`config.mk`:
```
export PLATFORM = sky130hd
export DESIGN_NAME = windowed_mean_min_max_unit
export DESIGN_NICKNAME = d
export VERILOG_FILES = /design/src/rtl/wmmm_pkg.sv /design/src/rtl/windowed_mean_min_max_unit.sv /design/src/rtl/wmmm_ctrl.sv /design/src/rtl/wmmm_datapath.sv
export VERILOG_INCLUDE_DIRS = /design/src /design/src/rtl
export SDC_FILE = /design/constraint.sdc
export NUM_CORES = 1
export LEC_CHECK = 0
export BUFFER_PORTS_ARGS = -buffer_cell sky130_fd_sc_hd__buf_2
export CAP_MARGIN = 10
export CORE_MARGIN = 2
export CORE_UTILIZATION = 45
export CTS_CLUSTER_SIZE = 8
export DETAILED_ROUTE_END_ITERATION = 16
export HOLD_SLACK_MARGIN = 0.1
export PLACE_DENSITY_LB_ADDON = 0.1
export REMOVE_ABC_BUFFERS = 1
export SYNTH_ARGS = -nofsm -noshare
export SYNTH_HDL_FRONTEND = slang
export SYNTH_SLANG_ARGS = --single-unit
```
`constraint.sdc`:
```
create_clock -name clk -period 10.5 [get_ports clk]
set_input_delay 1.575 -clock clk [delete_from_list [all_inputs] [get_ports clk]]
set_output_delay 1.575 -clock clk [all_outputs]
set_load 0.02 [all_outputs]
```
`src/rtl/windowed_mean_min_max_unit_defines.svh`:
```
// Assertion macros for the windowed mean / min / max unit.
// Define NO_ASSERTIONS to compile the checks out.
`ifndef WINDOWED_MEAN_MIN_MAX_UNIT_DEFINES_SVH
`define WINDOWED_MEAN_MIN_MAX_UNIT_DEFINES_SVH

`ifndef NO_ASSERTIONS

// Same-cycle implication, checked out of reset.
`define WMMM_ASSERT_NOW(label, clk, rst_n, cond, check) \
    label: assert property (@(posedge clk) disable iff (!rst_n) (cond) |-> (check)) \
        else $error("windowed_mean_min_max_unit: same-cycle check failed");

// Next-cycle implication, checked out of reset.
`define WMMM_ASSERT_NEXT(label, clk, rst_n, cond, check) \
    label: assert property (@(posedge clk) disable iff (!rst_n) (cond) |=> (check)) \
        else $error("windowed_mean_min_max_unit: next-cycle check failed");

`else

`define WMMM_ASSERT_NOW(label, clk, rst_n, cond, check)
`define WMMM_ASSERT_NEXT(label, clk, rst_n, cond, check)

`endif

`endif

```
`src/rtl/wmmm_pkg.sv`:
```
package wmmm_pkg;

    localparam int WINDOW_BITS = 7;
    localparam logic [WINDOW_BITS-1:0] WINDOW_RESET = 7'd7;

    typedef enum logic [5:0] {
        ST_IDLE  = 6'b000001,
        ST_WALK  = 6'b000010,
        ST_DRAIN = 6'b000100,
        ST_LOAD  = 6'b001000,
        ST_DIV   = 6'b010000,
        ST_DONE  = 6'b100000
    } state_t;

    // Controller to datapath
    typedef struct packed {
        logic load;      // store the request's sample, set up the walk
        logic read;      // read one window entry
        logic div_load;  // start the divider from the finished sum
        logic div_step;  // one quotient bit
        logic out_load;  // move results into the output register
    } dp_cmd_t;

    // Datapath to controller
    typedef struct packed {
        logic last_read;
        logic div_last;
        logic out_busy;
    } dp_status_t;

endpackage

```
`src/rtl/windowed_mean_min_max_unit.sv`:
```
// Channel   | Direction | Handshake           | Payload
// ----------+-----------+---------------------+-------------------------------------------
// sample    | in        | in_valid / in_ready | sample_value
// result    | out       | out_valid/out_ready | window_mean, window_min, window_max,
//           |           |                     | samples_used
// config    | in        | cfg_we (no wait)    | window_days
//
// From accept to result load, a request makes one read of the single-port sample
// ring per window entry, then runs a one-bit-per-cycle restoring divide.
// in_ready is high only while the controller is idle; a new request is taken while
// the previous result still sits in the output register.
// A finished result waits in the controller until the output register is free.
// Reset clears the write position, the held count and the window (to 7); the ring
// itself needs no clearing since only entries already written are read.
`include "windowed_mean_min_max_unit_defines.svh"

module windowed_mean_min_max_unit #(
    parameter int DEPTH       = 64,
    parameter int SAMPLE_BITS = 16
) (
    input  logic                                  clk,
    input  logic                                  rst_n,
    input  logic                                  cfg_we,
    input  logic        [wmmm_pkg::WINDOW_BITS-1:0] window_days,
    input  logic                                  in_valid,
    output logic                                  in_ready,
    input  logic signed [SAMPLE_BITS-1:0]         sample_value,
    output logic                                  out_valid,
    input  logic                                  out_ready,
    output logic signed [SAMPLE_BITS-1:0]         window_mean,
    output logic signed [SAMPLE_BITS-1:0]         window_min,
    output logic signed [SAMPLE_BITS-1:0]         window_max,
    output logic        [wmmm_pkg::WINDOW_BITS-1:0] samples_used
);
    import wmmm_pkg::*;

    dp_cmd_t    cmd;
    dp_status_t status;

    // Sequencing: accept, walk the window, divide, hand over.
    wmmm_ctrl u_ctrl (
        .clk      (clk),
        .rst_n    (rst_n),
        .in_valid (in_valid),
        .in_ready (in_ready),
        .status   (status),
        .cmd      (cmd)
    );

    // Ring store, window walk with sum/min/max, serial divider, output register.
    wmmm_datapath #(
        .DEPTH       (DEPTH),
        .SAMPLE_BITS (SAMPLE_BITS)
    ) u_datapath (
        .clk          (clk),
        .rst_n        (rst_n),
        .cfg_we       (cfg_we),
        .window_days  (window_days),
        .sample_value (sample_value),
        .out_ready    (out_ready),
        .out_valid    (out_valid),
        .window_mean  (window_mean),
        .window_min   (window_min),
        .window_max   (window_max),
        .samples_used (samples_used),
        .cmd          (cmd),
        .status       (status)
    );

    // Hold off further requests once one is taken.
    `WMMM_ASSERT_NEXT(a_busy_after_accept, clk, rst_n, in_valid && in_ready, !in_ready)
    // A delivered result always covers at least one sample.
    `WMMM_ASSERT_NOW(a_used_nonzero, clk, rst_n, out_valid, samples_used != '0)
    // Minimum never above maximum.
    `WMMM_ASSERT_NOW(a_min_le_max, clk, rst_n, out_valid, window_min <= window_max)
    // Mean lands between minimum and maximum.
    `WMMM_ASSERT_NOW(a_mean_in_range, clk, rst_n, out_valid,
        (window_mean >= window_min) && (window_mean <= window_max))

endmodule

```
`src/rtl/wmmm_ctrl.sv`:
```
module wmmm_ctrl (
    input  logic                 clk,
    input  logic                 rst_n,
    input  logic                 in_valid,
    output logic                 in_ready,
    input  wmmm_pkg::dp_status_t status,
    output wmmm_pkg::dp_cmd_t    cmd
);
    import wmmm_pkg::*;

    state_t state_reg;
    state_t state_next;

    assign in_ready = (state_reg == ST_IDLE);

    always_comb
    begin
        state_next = state_reg;
        cmd        = '0;
        case (state_reg)
            ST_IDLE:
            begin
                if (in_valid)
                begin
                    cmd.load   = 1'b1;
                    state_next = ST_WALK;
                end
            end
            ST_WALK:
            begin
                cmd.read = 1'b1;
                if (status.last_read)
                begin
                    state_next = ST_DRAIN;
                end
            end
            ST_DRAIN:
            begin
                // last read word is folded in at this edge
                state_next = ST_LOAD;
            end
            ST_LOAD:
            begin
                cmd.div_load = 1'b1;
                state_next   = ST_DIV;
            end
            ST_DIV:
            begin
                cmd.div_step = 1'b1;
                if (status.div_last)
                begin
                    state_next = ST_DONE;
                end
            end
            ST_DONE:
            begin
                if (!status.out_busy)
                begin
                    cmd.out_load = 1'b1;
                    state_next   = ST_IDLE;
                end
            end
            default:
            begin
                state_next = ST_IDLE;
            end
        endcase
    end

    always_ff @(posedge clk or negedge rst_n)
    begin
        if (!rst_n)
        begin
            state_reg <= ST_IDLE;
        end
        else
        begin
            state_reg <= state_next;
        end
    end

endmodule

```
`src/rtl/wmmm_datapath.sv`:
```
module wmmm_datapath #(
    parameter int DEPTH       = 64,
    parameter int SAMPLE_BITS = 16
) (
    input  logic                                  clk,
    input  logic                                  rst_n,
    input  logic                                  cfg_we,
    input  logic        [wmmm_pkg::WINDOW_BITS-1:0] window_days,
    input  logic signed [SAMPLE_BITS-1:0]         sample_value,
    input  logic                                  out_ready,
    output logic                                  out_valid,
    output logic signed [SAMPLE_BITS-1:0]         window_mean,
    output logic signed [SAMPLE_BITS-1:0]         window_min,
    output logic signed [SAMPLE_BITS-1:0]         window_max,
    output logic        [wmmm_pkg::WINDOW_BITS-1:0] samples_used,
    input  wmmm_pkg::dp_cmd_t                     cmd,
    output wmmm_pkg::dp_status_t                  status
);
    import wmmm_pkg::*;

    localparam int AW   = (DEPTH > 1) ? $clog2(DEPTH) : 1;
    localparam int HW   = $clog2(DEPTH + 1);
    localparam int CW   = (HW > WINDOW_BITS) ? HW : WINDOW_BITS;
    localparam int SUMW = SAMPLE_BITS + WINDOW_BITS;
    localparam int DCW  = $clog2(SUMW + 1);
    localparam int RW   = WINDOW_BITS + 1;

    // sample ring
    logic [SAMPLE_BITS-1:0] mem [DEPTH];

    logic        [WINDOW_BITS-1:0] window_days_reg;
    logic        [AW-1:0]          wr_pos_reg;
    logic        [AW-1:0]          wr_pos_next;
    logic        [HW-1:0]          held_reg;
    logic        [HW-1:0]          held_next;
    logic        [WINDOW_BITS-1:0] wanted;
    logic        [CW-1:0]          wanted_ext;
    logic        [CW-1:0]          held_ext;
    logic        [WINDOW_BITS-1:0] used_next;
    logic        [WINDOW_BITS-1:0] used_reg;

    logic        [AW-1:0]          rd_addr_reg;
    logic        [AW-1:0]          rd_addr_next;
    logic        [WINDOW_BITS-1:0] reads_left_reg;
    logic signed [SAMPLE_BITS-1:0] rd_data_reg;
    logic                          rd_valid_reg;

    logic                          first_reg;
    logic signed [SUMW-1:0]        sum_reg;
    logic signed [SUMW-1:0]        sample_ext;
    logic signed [SAMPLE_BITS-1:0] lo_reg;
    logic signed [SAMPLE_BITS-1:0] hi_reg;

    logic        [SUMW-1:0]        sum_abs;
    logic        [SUMW-1:0]        quo_reg;
    logic        [SUMW-1:0]        quo_next;
    logic        [SUMW-1:0]        quo_signed;
    logic        [RW-1:0]          rem_reg;
    logic        [RW-1:0]          rem_shift;
    logic        [RW-1:0]          div_ext;
    logic        [RW-1:0]          rem_next;
    logic                          neg_reg;
    logic        [DCW-1:0]         div_cnt_reg;

    logic                          out_valid_reg;
    logic signed [SAMPLE_BITS-1:0] window_mean_reg;
    logic signed [SAMPLE_BITS-1:0] window_min_reg;
    logic signed [SAMPLE_BITS-1:0] window_max_reg;
    logic        [WINDOW_BITS-1:0] samples_used_reg;

    // window bookkeeping at request time
    assign wr_pos_next  = (wr_pos_reg == AW'(DEPTH - 1)) ? '0 : wr_pos_reg + AW'(1);
    assign held_next    = (held_reg == HW'(DEPTH)) ? held_reg : held_reg + HW'(1);
    assign wanted       = (window_days_reg == '0) ? WINDOW_BITS'(1) : window_days_reg;
    assign wanted_ext   = CW'(wanted);
    assign held_ext     = CW'(held_next);
    assign used_next    = (wanted_ext < held_ext) ? wanted : held_ext[WINDOW_BITS-1:0];
    assign rd_addr_next = (rd_addr_reg == '0) ? AW'(DEPTH - 1) : rd_addr_reg - AW'(1);

    assign sample_ext = {{WINDOW_BITS{rd_data_reg[SAMPLE_BITS-1]}}, rd_data_reg};

    // restoring divide, one quotient bit per step
    assign sum_abs    = sum_reg[SUMW-1] ? (~sum_reg + SUMW'(1)) : sum_reg;
    assign rem_shift  = {rem_reg[WINDOW_BITS-1:0], quo_reg[SUMW-1]};
    assign div_ext    = {1'b0, used_reg};
    assign rem_next   = (rem_shift >= div_ext) ? (rem_shift - div_ext) : rem_shift;
    assign quo_next   = {quo_reg[SUMW-2:0], (rem_shift >= div_ext)};
    assign quo_signed = neg_reg ? (~quo_reg + SUMW'(1)) : quo_reg;

    always_ff @(posedge clk)
    begin
        if (cmd.load)
        begin
            mem[wr_pos_reg] <= sample_value;
        end
        if (cmd.read)
        begin
            rd_data_reg <= mem[rd_addr_reg];
        end
    end

    always_ff @(posedge clk or negedge rst_n)
    begin
        if (!rst_n)
        begin
            window_days_reg <= WINDOW_RESET;
            wr_pos_reg      <= '0;
            held_reg        <= '0;
            rd_valid_reg    <= 1'b0;
            out_valid_reg   <= 1'b0;
        end
        else
        begin
            if (cfg_we)
            begin
                window_days_reg <= window_days;
            end
            if (cmd.load)
            begin
                wr_pos_reg <= wr_pos_next;
                held_reg   <= held_next;
            end
            rd_valid_reg <= cmd.read;
            if (cmd.out_load)
            begin
                out_valid_reg <= 1'b1;
            end
            else if (out_ready)
            begin
                out_valid_reg <= 1'b0;
            end
        end
    end

    always_ff @(posedge clk)
    begin
        if (cmd.load)
        begin
            // newest sample first, walk backward
            rd_addr_reg    <= wr_pos_reg;
            used_reg       <= used_next;
            reads_left_reg <= used_next;
            first_reg      <= 1'b1;
            sum_reg        <= '0;
        end
        if (cmd.read)
        begin
            rd_addr_reg    <= rd_addr_next;
            reads_left_reg <= reads_left_reg - WINDOW_BITS'(1);
        end
        if (rd_valid_reg)
        begin
            first_reg <= 1'b0;
            sum_reg   <= sum_reg + sample_ext;
            if (first_reg || (rd_data_reg < lo_reg))
            begin
                lo_reg <= rd_data_reg;
            end
            if (first_reg || (rd_data_reg > hi_reg))
            begin
                hi_reg <= rd_data_reg;
            end
        end
        if (cmd.div_load)
        begin
            quo_reg     <= sum_abs;
            rem_reg     <= '0;
            neg_reg     <= sum_reg[SUMW-1];
            div_cnt_reg <= DCW'(SUMW);
        end
        if (cmd.div_step)
        begin
            quo_reg     <= quo_next;
            rem_reg     <= rem_next;
            div_cnt_reg <= div_cnt_reg - DCW'(1);
        end
        if (cmd.out_load)
        begin
            window_mean_reg  <= quo_signed[SAMPLE_BITS-1:0];
            window_min_reg   <= lo_reg;
            window_max_reg   <= hi_reg;
            samples_used_reg <= used_reg;
        end
    end

    assign status.last_read = (reads_left_reg == WINDOW_BITS'(1));
    assign status.div_last  = (div_cnt_reg == DCW'(1));
    assign status.out_busy  = out_valid_reg && !out_ready;

    assign out_valid    = out_valid_reg;
    assign window_mean  = window_mean_reg;
    assign window_min   = window_min_reg;
    assign window_max   = window_max_reg;
    assign samples_used = samples_used_reg;

endmodule
```
==> flow_metrics.py <==
metrics = {
    "detailed_routing": {
        "first_pass_iters": 5,
        "wl_um": 121500,
        "vias": 25720,
        "drc": 0,
        "drt_iter0_drc": 2257,
        "vias_per_cell": 5.786,
        "ant_nets": 0,
        "routedWlPerCell_um": 27.34,
    },
    "cts": {
        "cts_hold_buf": 0,
        "h-tree-depth": 4,
        "cts_resized": 0,
        "clock_sinks": 1235,
        "clk_pin_slew_ns": 0.05,
        "post_cts_buffers": 0,
        "cts-buffers-inserted": 172,
        "clk_latency_ns": 0.77,
        "cts_tree": "built",
        "cts-root-buf": "clkbuf_16",
        "clockBufferDepth": 3,
    },
    "job": {
        "drv_cap": 0,
    },
    "die": {
        "dieArea_um2": 113900,
        "coreArea_um2": 110500,
        "rows": 122,
        "dieWidth_um": 337.4,
        "start_util_pct": 45.27,
        "die_h_um": 337.4,
        "ios": 85,
    },
    "synthesis": {
        "synth_top_area_share_pct": 72.38,
        "synth_edf_count": 1206,
        "synth_commonest_cells": "edfxtp_1 (1206), mux4_2 (256), nor2_1 (159)",
        "syn_inst": 2686,
        "synth_ff_type": "edfxtp_1",
        "seq_area_frac_synth_pct": 73.83,
        "yosys_warnings": 0,
        "synth_area_leaders": "edfxtp_1 (72%), mux4_2 (12%), ha_1 (1.9%)",
        "avgSynthCellArea_um2": 18.63,
        "netlist_area_um2": 50030,
        "synth_most_common_cell": "edfxtp_1",
        "yosys.area.top_type": "edfxtp_1",
        "synthArstFlopShare_pct": 2.267,
        "synth-seq-cells": 1235,
        "ys_types": 72,
    },
    "final_layout": {
        "fin_area_um2": 57250,
        "final_layout_size_suffix_gt1_share_pct": 23.02,
        "areaGrowthSynthToFinish_pct": 14.43,
        "largest_reg_flops": 1024,
        "fin_cells": 4445,
        "post-route-util_pct": 51.80,
        "nets": 3024,
    },
    "grt": {
        "grt_pass1_vias": 26650,
        "grt_pass1_wl_um": 178900,
        "grt-ovfl-total": 0,
        "grt_use_total_pct": 21.78,
        "antenna_found_initial": 3,
        "grt_max_degree": 107,
    },
    "hold_path": {
        "min_path_type": "flop to flop",
    },
    "power_and_ir_drop": {
        "p_per_area_nw_per_um2": 181.6,
        "ir_drop_mv": 0.1375,
        "leakage_nw": 19.36,
        "p_total_mw": 10.40,
    },
    "timing": {
        "relSlewSlack_pct": 21.70,
        "worst_slack_ns": 6.369,
        "fmaxAchievable_mhz": 242.1,
        "period_minus_slack_ns": 4.131,
        "period_share_pct": 39.34,
        "hold_viol": 0,
        "finalSetupViolCount": 0,
        "fin_skew_ns": 0.04516,
        "worst_pin_slew_ns": 1.175,
        "tns_ns": 0,
        "maxSlewViolCount": 0,
        "rsz0062_at_grt": "no",
        "hold_ws_ns": 0.4573,
    },
    "place": {
        "place_ws_ns": 6.070,
        "placement.cell_area_um2": 52620,
        "finalWeightedCongestion": 0.8545,
        "dp_cells": 4231,
        "dp_hpwl_um": 72790,
        "portBuffers": 84,
    },
    "worst_setup_path": {
        "r2r_setup_slack_ns": 6.37,
        "end_kind": "flop",
        "crit_type": "flop to flop",
        "required_ns": 10.96,
        "crit_arrival_ns": 4.59,
        "cp_max_fo": 22,
        "crit_path_start_kind": "flop",
    },
    "run_status": {
        "outcome": "finished, final reports clean",
    },
}
==> power breakdown <==
part,switching [mW],internal [mW]
Clock,1.94,2.94
Combinational,0.0856,0.0164
Sequential,0.00295,5.41
Total,2.03,8.37
==> cell type report <==
| class | instances | area, um2 |
|---|---|---|
| Fill cell | 8829 | 53260 |
| Tap cell | 1488 | 1862 |
| Multi-Input combinational cell | 1253 | 12320 |
| Sequential cell | 1235 | 36940 |
| Antenna cell | 3 | 7.507 |
| Inverter | 65 | 244.0 |
| Clock inverter | 12 | 177.7 |
| Clock buffer | 199 | 4448 |
| Timing Repair Buffer | 190 | 1254 |
==> placed cells by master (no fill, tap or decap), types with 26 or more instances in the layout <==
master,count
a21oi_1,66
buf_2,84
buf_4,103
clkbuf_16,174
edfxtp_1,1206
ha_1,77
inv_1,63
mux4_2,256
nand2_1,128
nand3_1,28
nor2_1,158
nor3_1,26
o21ai_0,68
o22ai_1,47
xnor2_1,34
xor2_1,38
==> worst max-delay path, stage by stage (launching register included) <==
cell,delay (ns)
dfrtp_1,0.44
or4_1,0.60
nor2_1,0.27
nand2_1,0.38
inv_2,0.50
nand3_1,0.59
nor2_1,0.75
buf_4,0.29
==> logic make-up after synthesis <==
group | share of synthesized area, %
flops | 73.83
simple gates | 4.436
compound gates | 4.586
mux | 12.31
buf+inv | 1.568
fa+ha+maj | 2.006
xor+xnor | 1.260
==> routing by layer <==
layer  up-vias  track usage [%]  share of wire, %
li1      11260                -                 -
met1     13410            29.63                42
met2       860            35.79                49
met4         4            7.234               2.7
met5         -                0             0.016
met3       188            3.786               5.8
==> path summary, 6_finish.rpt <==
check | from | endpoint | cells after the start
hold reg to reg | u_datapath.lo_reg[15] | u_datapath.window_min[15] | 0
setup / recovery | u_ctrl.state_reg[3] | u_datapath.mem[12][10] | 7
setup reg to reg | u_ctrl.state_reg[3] | u_datapath.mem[12][10] | 7
min in group asynchronous | rst_n | u_datapath.window_days_reg[3] | 1
hold / removal | u_datapath.lo_reg[15] | u_datapath.window_min[15] | 0
max in group asynchronous | rst_n | u_datapath.wr_pos_reg[1] | 1
Note: power is estimated with default switching activity, not from simulation.
